--- config.mk ---
export PLATFORM = sky130hd
export DESIGN_NAME = battery_charge_gauge
export DESIGN_NICKNAME = d
export VERILOG_FILES = /design/src/sv/bcg_pkg.sv /design/src/sv/battery_charge_gauge.sv
export SDC_FILE = /design/constraint.sdc
export NUM_CORES = 1
export LEC_CHECK = 0
export BUFFER_PORTS_ARGS = -buffer_cell sky130_fd_sc_hd__buf_2
export CAP_MARGIN = 20
export CORE_MARGIN = 4
export CORE_UTILIZATION = 25
export CTS_BUF_LIST = sky130_fd_sc_hd__clkbuf_8
export DETAILED_ROUTE_END_ITERATION = 12
export PLACE_DENSITY = 0.44
export SLEW_MARGIN = 15
export SYNTH_ARGS = -nofsm -noshare
export SYNTH_HDL_FRONTEND = slang
export SYNTH_SLANG_ARGS = --single-unit
--- constraint.sdc ---
create_clock -name aclk -period 24.2 [get_ports aclk]
set_input_delay 1.21 -clock aclk [delete_from_list [all_inputs] [get_ports aclk]]
set_output_delay 1.21 -clock aclk [all_outputs]
set_load 0.03 [all_outputs]
--- src/sv/bcg_pkg.sv ---
// bcg_pkg: shared constants and the cell voltage breakpoint table
// for the battery charge gauge; no dependencies
`default_nettype none

package bcg_pkg;

    localparam int unsigned TABLE_SLOTS  = 32;
    localparam int unsigned IDX_W        = 5;
    localparam int unsigned MV_W         = 13;
    localparam int unsigned CHG_W        = 14;
    localparam int unsigned DEN_W        = 10;
    localparam int unsigned NUM_W        = 24;
    localparam int unsigned QCNT_W       = 4;
    localparam int unsigned SEGMENTS_DEF = 20;
    localparam int unsigned FULL_CENTI   = 10000;

    localparam logic [CHG_W-1:0] THR_HIGH = CHG_W'(7500);
    localparam logic [CHG_W-1:0] THR_MID  = CHG_W'(5000);
    localparam logic [CHG_W-1:0] THR_LOW  = CHG_W'(2500);

    // descending breakpoints in mV, padded with the bottom voltage
    function automatic logic [MV_W-1:0] volt_mv(input logic [IDX_W-1:0] idx);
        logic [MV_W-1:0] mv;
        case (idx)
            5'd0:    mv = MV_W'(4200);
            5'd1:    mv = MV_W'(4150);
            5'd2:    mv = MV_W'(4110);
            5'd3:    mv = MV_W'(4080);
            5'd4:    mv = MV_W'(4020);
            5'd5:    mv = MV_W'(3980);
            5'd6:    mv = MV_W'(3950);
            5'd7:    mv = MV_W'(3910);
            5'd8:    mv = MV_W'(3870);
            5'd9:    mv = MV_W'(3850);
            5'd10:   mv = MV_W'(3840);
            5'd11:   mv = MV_W'(3820);
            5'd12:   mv = MV_W'(3800);
            5'd13:   mv = MV_W'(3790);
            5'd14:   mv = MV_W'(3770);
            5'd15:   mv = MV_W'(3750);
            5'd16:   mv = MV_W'(3730);
            5'd17:   mv = MV_W'(3710);
            5'd18:   mv = MV_W'(3690);
            5'd19:   mv = MV_W'(3610);
            default: mv = MV_W'(3270);
        endcase
        return mv;
    endfunction

endpackage

`default_nettype wire

--- src/sv/battery_charge_gauge.sv ---
// battery_charge_gauge: clip, serial segment search, shared multiply-add,
// restoring divide; one item in flight. Depends on bcg_pkg.
// Steps: load in IDLE, then a serial search of one breakpoint per cycle in SEARCH,
// multiply-add in MULA and MULB, restoring divide in DIV, output in FIN.
// A new item is taken only when the last one has left FIN; s_ready is high
// only while idle.
// Reset: aresetn synchronous, active low; clears the sequencer and m_valid.
`default_nettype none

module battery_charge_gauge
    import bcg_pkg::*;
#(
    parameter int unsigned SEGMENTS = SEGMENTS_DEF
) (
    input  wire logic             aclk,
    input  wire logic             aresetn,
    input  wire logic             s_valid,
    output logic                  s_ready,
    input  wire logic [MV_W-1:0]  s_cell_millivolts,
    output logic                  m_valid,
    input  wire logic             m_ready,
    output logic [CHG_W-1:0]      m_charge_centi_percent,
    output logic [1:0]            m_bar_level
);

    typedef enum logic [5:0] {
        ST_IDLE   = 6'b000001,
        ST_SEARCH = 6'b000010,
        ST_MULA   = 6'b000100,
        ST_MULB   = 6'b001000,
        ST_DIV    = 6'b010000,
        ST_FIN    = 6'b100000
    } state_t;

    localparam int unsigned SEG_LAST = SEGMENTS - 1;
    localparam logic [MV_W-1:0] V_TOP = volt_mv(IDX_W'(0));
    localparam logic [MV_W-1:0] V_BOT = volt_mv(IDX_W'(SEGMENTS));
    localparam logic [QCNT_W-1:0] QBITS_LAST = QCNT_W'(CHG_W - 1);

    // capacity at each breakpoint, worked out at elaboration
    logic [CHG_W-1:0] cap_tab [TABLE_SLOTS];
    for (genvar k = 0; k < TABLE_SLOTS; k++) begin : g_cap
        if (k <= SEGMENTS) begin : g_used
            assign cap_tab[k] = CHG_W'(((SEGMENTS - k) * FULL_CENTI) / SEGMENTS);
        end else begin : g_pad
            assign cap_tab[k] = '0;
        end
    end

    state_t              state_reg, state_next;
    logic [MV_W-1:0]     v_reg;
    logic [IDX_W-1:0]    i_reg;
    logic [DEN_W-1:0]    den_reg;
    logic                degen_reg;
    logic [NUM_W-1:0]    num_reg;
    logic [NUM_W-1:0]    dsh_reg;
    logic [CHG_W-1:0]    q_reg;
    logic [QCNT_W-1:0]   cnt_reg;
    logic                m_valid_reg;
    logic [CHG_W-1:0]    charge_reg;
    logic [1:0]          bar_reg;

    logic [IDX_W-1:0]    i_up;
    logic [MV_W-1:0]     v_hi, v_lo, v_clip;
    logic                found;
    logic [CHG_W-1:0]    mul_a;
    logic [DEN_W-1:0]    mul_b;
    logic [NUM_W-1:0]    prod;
    logic                div_ge;
    logic [NUM_W-1:0]    div_sub;
    logic                rem_nz;
    logic [1:0]          bar_calc;
    logic [CHG_W-1:0]    charge_calc;

    assign i_up  = i_reg + IDX_W'(1);
    assign v_hi  = volt_mv(i_reg);
    assign v_lo  = volt_mv(i_up);
    assign found = (i_reg >= IDX_W'(SEG_LAST)) || (v_reg >= v_lo);

    always_comb begin
        if (s_cell_millivolts > V_TOP) begin
            v_clip = V_TOP;
        end else if (s_cell_millivolts < V_BOT) begin
            v_clip = V_BOT;
        end else begin
            v_clip = s_cell_millivolts;
        end
    end

    // shared multiply-add operands: cap_lo*den, then (cap_hi-cap_lo)*(v-lo); degenerate segment: cap_hi*1, then 0
    always_comb begin
        mul_a = '0;
        mul_b = '0;
        if (state_reg == ST_MULA) begin
            mul_a = degen_reg ? cap_tab[i_reg] : cap_tab[i_up];
            mul_b = degen_reg ? DEN_W'(1) : den_reg;
        end else if (!degen_reg) begin
            mul_a = cap_tab[i_reg] - cap_tab[i_up];
            mul_b = DEN_W'(v_reg - v_lo);
        end
    end
    assign prod = NUM_W'(mul_a) * NUM_W'(mul_b);

    assign div_ge  = num_reg >= dsh_reg;
    assign div_sub = num_reg - dsh_reg;

    // exact charge above a threshold: quotient above it, or equal with remainder
    assign rem_nz = num_reg != '0;
    always_comb begin
        bar_calc = '0;
        if ((q_reg > THR_HIGH) || ((q_reg == THR_HIGH) && rem_nz)) bar_calc = bar_calc + 2'd1;
        if ((q_reg > THR_MID)  || ((q_reg == THR_MID)  && rem_nz)) bar_calc = bar_calc + 2'd1;
        if ((q_reg > THR_LOW)  || ((q_reg == THR_LOW)  && rem_nz)) bar_calc = bar_calc + 2'd1;
        charge_calc = (q_reg > CHG_W'(FULL_CENTI)) ? CHG_W'(FULL_CENTI) : q_reg;
    end

    always_comb begin
        state_next = state_reg;
        unique case (state_reg)
            ST_IDLE:   if (s_valid) state_next = ST_SEARCH;
            ST_SEARCH: if (found) state_next = ST_MULA;
            ST_MULA:   state_next = ST_MULB;
            ST_MULB:   state_next = ST_DIV;
            ST_DIV:    if (cnt_reg == '0) state_next = ST_FIN;
            ST_FIN:    if (!m_valid_reg || m_ready) state_next = ST_IDLE;
            default:   state_next = ST_IDLE;
        endcase
    end

    always_ff @(posedge aclk) begin
        if (!aresetn) begin
            state_reg   <= ST_IDLE;
            m_valid_reg <= 1'b0;
        end else begin
            state_reg <= state_next;
            if (state_reg == ST_FIN && (!m_valid_reg || m_ready)) begin
                m_valid_reg <= 1'b1;
            end else if (m_ready) begin
                m_valid_reg <= 1'b0;
            end
        end
    end

    always_ff @(posedge aclk) begin
        unique case (state_reg)
            ST_IDLE: begin
                v_reg <= v_clip;
                i_reg <= '0;
            end
            ST_SEARCH: begin
                if (found) begin
                    degen_reg <= v_hi <= v_lo;
                    den_reg   <= (v_hi <= v_lo) ? DEN_W'(1) : DEN_W'(v_hi - v_lo);
                end else begin
                    i_reg <= i_up;
                end
            end
            ST_MULA: begin
                num_reg <= prod;
            end
            ST_MULB: begin
                num_reg <= num_reg + prod;
                dsh_reg <= NUM_W'(den_reg) << QBITS_LAST;
                cnt_reg <= QBITS_LAST;
            end
            ST_DIV: begin
                if (div_ge) num_reg <= div_sub;
                q_reg   <= {q_reg[CHG_W-2:0], div_ge};
                dsh_reg <= dsh_reg >> 1;
                cnt_reg <= cnt_reg - QCNT_W'(1);
            end
            ST_FIN: begin
                if (!m_valid_reg || m_ready) begin
                    charge_reg <= charge_calc;
                    bar_reg    <= bar_calc;
                end
            end
            default: begin
            end
        endcase
    end

    assign s_ready                = state_reg == ST_IDLE;
    assign m_valid                = m_valid_reg;
    assign m_charge_centi_percent = charge_reg;
    assign m_bar_level            = bar_reg;

    a_charge_range: assert property (@(posedge aclk) disable iff (!aresetn)
        m_valid_reg |-> charge_reg <= CHG_W'(FULL_CENTI))
        else $error("charge above full scale");

    a_bar_matches: assert property (@(posedge aclk) disable iff (!aresetn)
        m_valid_reg |-> ((bar_reg != 2'd3) || (charge_reg >= THR_HIGH))
                     && ((bar_reg != 2'd0) || (charge_reg <= THR_LOW)))
        else $error("bar level disagrees with charge");

    a_div_bound: assert property (@(posedge aclk) disable iff (!aresetn)
        state_reg == ST_DIV |-> {1'b0, num_reg} < {dsh_reg, 1'b0})
        else $error("partial remainder out of range");

    a_search_bound: assert property (@(posedge aclk) disable iff (!aresetn)
        state_reg == ST_SEARCH |-> i_reg <= IDX_W'(SEG_LAST))
        else $error("segment search ran past the table");

endmodule

`default_nettype wire
# Word-level counts from Yosys, hierarchy flattened
# Memories as Yosys holds them, arrays and structs flattened. A register that Yosys moved wholly into a read port is not among the register bits.
# Cells that the tools add are included.
[classes] bitwise=2 n_mux=28 n_eq_ne=15 multipliers=1 n_reduce_logical=22 n_lt_le_gt_ge=12 n_addsub=9
[ops] operator="14-bit 2-to-1 mux" n=7
[ops] operator="24-bit case mux with 3 select lines" n=1
[ops] operator="24-bit case mux with 2 select lines" n=1
[ops] operator="6-bit case mux with 6 select lines" n=1
[ops] operator="10-bit 2-to-1 mux" n=3
[ops] operator="14-bit by 13-bit == test with 1-bit output, second input constant" n=2
[ops] operator="14-bit by 13-bit greater-than comparator with 1-bit output, second input constant" n=2
[ops] operator="24-bit adder" n=1
[ops] operator="24-bit greater-or-equal comparator" n=1
[ops] operator="14-bit by 10-bit multiplier with 24-bit output" n=1
[ops] operator="24-bit 2-to-1 mux" n=1
[ops] operator="6-bit 2-to-1 mux" n=4
[ops] operator="24-bit nonzero test" n=1
[ops] operator="24-bit subtractor" n=1
[ops] operator="10-bit subtractor" n=2
[ops] operator="14-bit by 12-bit == test with 1-bit output, second input constant" n=1
[ops] operator="14-bit by 12-bit greater-than comparator with 1-bit output, second input constant" n=1
[ops] operator="14-bit greater-than comparator, second input constant" n=1
[ops] operator="14-bit subtractor" n=1
[ops] operator="13-bit greater-or-equal comparator" n=1
[ops] operator="13-bit greater-than comparator, second input constant" n=1
[ops] operator="13-bit <= comparator" n=1
[ops] operator="13-bit by 12-bit less-than comparator with 1-bit output, second input constant" n=1
[ops] operator="13-bit 2-to-1 mux" n=1
[ops] operator="28 further kinds" n=51
[totals] output_inout_bits=18 wordCells=106 rom_bits=1664 mem_count=4 in_bits=17 ff_bits=118
[mem_list] name="(name not given)" words=32 word_bits=14 rd=1 rd_ports_with_merged_regs=0 write_ports=0 line="battery_charge_gauge.sv:98" source="mul_a = cap_tab[i_reg] - cap_tab[i_up];"
[mem_list] name="(name not given)" words=32 word_bits=14 rd=1 rd_ports_with_merged_regs=0 write_ports=0 line="battery_charge_gauge.sv:98"
[mem_list] name="(name not given)" words=32 word_bits=12 rd=1 rd_ports_with_merged_regs=0 write_ports=0 line="bcg_pkg.sv:24" source="case (idx)"
[mem_list] name="(name not given)" words=32 word_bits=12 rd=1 rd_ports_with_merged_regs=1 write_ports=0 line="bcg_pkg.sv:24"

# Logic depth before layout (Yosys ltp)
[logic_depth] depth_word=11 depth_mapped=48 ltp_nobuf=48

# Worst setup path after synthesis
# OpenSTA, ideal clock, no wires.
[synth_path] path_type="flip-flop to flip-flop" from="reg i_reg[0]" to="reg num_reg[23] (data pin)" setup_time_ns=0.269 t_arrival_ns=9.772 n_path_buf=2 path_stages_with_launch=41 synth_period_minus_slack_ns=10.040 slack_ns=14.160 required_ns=23.931 cell_sequence="edfxtp_1 ha_1 inv_1 ha_1 clkbuf_1 clkbuf_1 a21oi_1 o32ai_1 inv_1 fa_1 inv_1 a21oi_1 o21ai_0 a21oi_1 xnor2_1 nand2_1 a21o_1 or2_2 [... 5 more ...] inv_1 fa_1 inv_1 ha_1 a21o_1 o41ai_1 o22a_1 o21ai_0 a31o_2 a21oi_1 mux2_2 o211ai_1 ha_1 nor2b_1 a311oi_1 xnor2_1 xnor2_1 o21ai_0"
[synth_between] elab_chain_cells=11 word_cells_on_any_way=20 classes_between="add/sub (4); mul (1); mux (10); bitwise (2); memory (3)"
[synth_lines] item="start, declared" line="battery_charge_gauge.sv:52" source="logic [IDX_W-1:0] i_reg;"
[synth_lines] item="start signal, assigned" line="battery_charge_gauge.sv:155" source="i_reg <= i_up;"
[synth_lines] item="5-bit by 1-bit adder with 5-bit output" line="battery_charge_gauge.sv:75" source="assign i_up = i_reg + IDX_W'(1);"
[synth_lines] item="5-bit inverter with 6-bit output (not written as such)" line="battery_charge_gauge.sv:95, battery_charge_gauge.sv:98"
[synth_lines] item="memory 32 x 14 bit"
[synth_lines] item="14-bit 2-to-1 mux (not written as such) (2 in series)" line="battery_charge_gauge.sv:98"
[synth_lines] item="14-bit subtractor" line="battery_charge_gauge.sv:98"
[synth_lines] item="14-bit 2-to-1 mux" line="battery_charge_gauge.sv:97" source="end else if (!degen_reg) begin"
[synth_lines] item="14-bit 2-to-1 mux" line="battery_charge_gauge.sv:94" source="if (state_reg == ST_MULA) begin"
[synth_lines] item="14-bit by 10-bit multiplier with 24-bit output (*)" line="battery_charge_gauge.sv:102" source="assign prod = NUM_W'(mul_a) * NUM_W'(mul_b);"
[synth_lines] item="24-bit adder" line="battery_charge_gauge.sv:162" source="num_reg <= num_reg + prod;"
[synth_lines] item="24-bit case mux with 3 select lines (*)" line="battery_charge_gauge.sv:145" source="unique case (state_reg)"
[synth_lines] item="end signal, assigned" line="battery_charge_gauge.sv:159" source="num_reg <= prod;"
[synth_lines] item="end signal, assigned" line="battery_charge_gauge.sv:162"
[synth_lines] item="end signal, assigned" line="battery_charge_gauge.sv:167" source="if (div_ge) num_reg <= div_sub;"
[synth_lines] item="end, declared" line="battery_charge_gauge.sv:55" source="logic [NUM_W-1:0] num_reg;"
# Mark *: on every way between the ends. The rest lies on a longest branch, timed or not. The select of a mux whose other input is x is not followed.
# A chain may end at the register's enable or synchronous reset.

# Worst setup path after layout
# Same ends and word-level chain as after synthesis.

==> metrics.txt <==
run status=finished, final reports clean; CP max FO=24; Reg2Reg Depth=44; Slew Viols, Final=0; vias per cell=4.73; Max-slew headroom=0.310; die area=59500 sq um; DRT Pass-1 Iters=5; Syn Std Cell Area=13900 sq um; Util after Layout=0.279; initial DRC count=642; share of cells above drive strength 1=0.0709; top cell type's share of synthesized area=0.237; R2R Setup Slk=12.35 ns; commonest non-fill, non-tap cells in the layout=nor2_1, inv_1, ha_1; Post-Syn Nets=1824; drt total wl=38.1 mm; asr flop ratio synth=0; total CTS buffers=17; sequential area share after synthesis=0.263; clock skew=0.0107 ns; Startpoint Class=flip-flop; CTS Buffer Depth=2; post-CTS setup buffers=0; Critical R2R Capture=num_reg[23]; fin crit period=11.85 ns; Final setup viols=0; diodes inserted=0; CTS Sinks=128; hold buffers post-CTS=0; WP data required=24.39 ns; core area=55100 sq um; max cap viols=0; Worst Setup Path Type=reg -> reg; Post-synth EDFFs=110; Mapped Cells=1570; HP Class=reg -> reg; register area=3660 sq um; Syn-to-layout area delta=10.5%; grt ovf=0; initial antenna violation count=0; vias=11100; R2R Path Start=i_reg[0]; worst-skew pair later-pin latency=0.47 ns; Std-Cell Rows=86; DR WL/cell=16.2 microns; commonest non-fill, non-tap cell in the layout=nor2_1; Worst path most repeated cell=inv_1; RSZ-0062 raised after global routing=false; Hold Fails Final Rpt=0; cell depth of the worst hold path=0; CP arrival=12.03 ns; ys flop type=edfxtp_1; Critical Path Sink Type=flip-flop; CTS tree=done; Total Neg Setup Slack=0 ns; hold_sp=q_reg[1]; Filler cells=5973; H-tree levels=4; fmax=84.4 MHz; Slowest Stage Delay on Critical Path=0.85 ns; Slew @ Worst Pin=1.01 ns; number of routed nets with antenna violations=0; Initial Util=0.253; GRT Total Usage=0.128; synth warn=0; post-route clock period utilization=0.490; WHS Endpoint=q_reg[2]; largest net degree at the start of global routing=54; DIE HEIGHT=244 microns; max reg flops=24; global-route wire length before repair=61.1 mm; DP HPWL=30.4 mm; distinct cell type count after synthesis=80; vias in the first global route=11100; Worst path slowest cell=edfxtp_1; top cells by area, synth=edfxtp_1, ha_1, fa_1, nor2_1, inv_1; Yosys reg bits=128; multi-input gate area in the final layout=9470 sq um; CTS root buf=clkbuf_8; syn_area_per_cell=8.86 sq um; # DRC=0; cts repair resizes=0; GPL Wtd Cong=0.852; clock-pin transition on the worst setup and hold timing paths=0.09 ns; Die W=244 microns; Yosys top cell by area=edfxtp_1; IO Pins=35; nets=1848; Port Buffers=34
[cell families (layout without fill, tap and decap cells)]
logic type      count (synthesis)  after routing  share of synthesized area
simple gates                  527            527                      0.179
mux                            12             12                    0.00998
fa+ha+maj                     237            237                      0.258
flops                         128            128                      0.263
buf+inv                       206            243                     0.0580
xor+xnor                       86             86                     0.0541
compound gates                374            374                      0.178
[critical path: cells and delay by family (launching register included)]
| family | cells | cell delay [ns] |
|---|---|---|
| mux | 1 | 0.36 |
| xor+xnor | 3 | 0.45 |
| flops | 1 | 0.85 |
| fa+ha+maj | 11 | 4.71 |
| buf+inv | 7 | 0.65 |
| simple gates | 5 | 0.74 |
| compound gates | 17 | 3.76 |
[Yosys cell counts, types with 7 or more instances]
cell      instances
dfxtp_1          18
nand4_1           9
or3_1            11
nor3b_1           7
a211oi_1         13
a21boi_0          8
o31ai_1           7
xnor2_1          61
o211ai_1         10
inv_1           155
fa_1             83
o21bai_1          7
a22oi_1          13
nand2b_1         41
o21a_1           14
o22ai_1           8
nor2_1          190
ha_1            154
a31oi_1          13
a21oi_1          89
nand2_1         116
xor2_1           25
clkbuf_1         37
nand3_1          32
nor3_1           37
nor2b_1          25
edfxtp_1        110
nor4_1           12
o21ai_0          77
and2_1           19
a21o_1           51
[layer usage]
layer  up-vias  share of wire  global-route usage
met3        25          0.033              0.0225
li1       5551              -                   -
met1      5395           0.49               0.179
met2       177           0.46               0.210
met4         0          0.010              0.0208
met5         -              0                   0
[area by class of cell]
class	instances	share of cell area
multi-input cells	1236	0.616
flip-flops and latches	128	0.238
well taps	748	0.0609
inverters	157	0.0383
repair buffers	54	0.0207
clock buffers	17	0.0152
clock inverters	15	0.0112
[worst max-delay path by stage]
stage                   from  depth (start not counted)          end
detailed placement  i_reg[0]                         44  num_reg[23]
global route        i_reg[0]                         44  num_reg[23]
global placement    i_reg[0]                         39  num_reg[23]
floorplan           i_reg[0]                         40  num_reg[23]
finish              i_reg[0]                         44  num_reg[23]
CTS                 i_reg[0]                         44  num_reg[23]
[metrics by stage]
step,worst slack [ns],std cells,hold slack [ns],cell area [sq um]
after detailed placement,12.43,2322,0.530,15000
after global routing,11.38,2355,0.567,15400
after global placement,12.60,2322,0.520,15000
after CTS,12.36,2354,0.546,15400
final,12.35,2355,0.539,15400
after floorplan,14.16,1570,0.467,13900
Power is left out: the tool's default activity adds up to more than one toggle a clock period on the data nets, which glitch-free logic cannot reach.
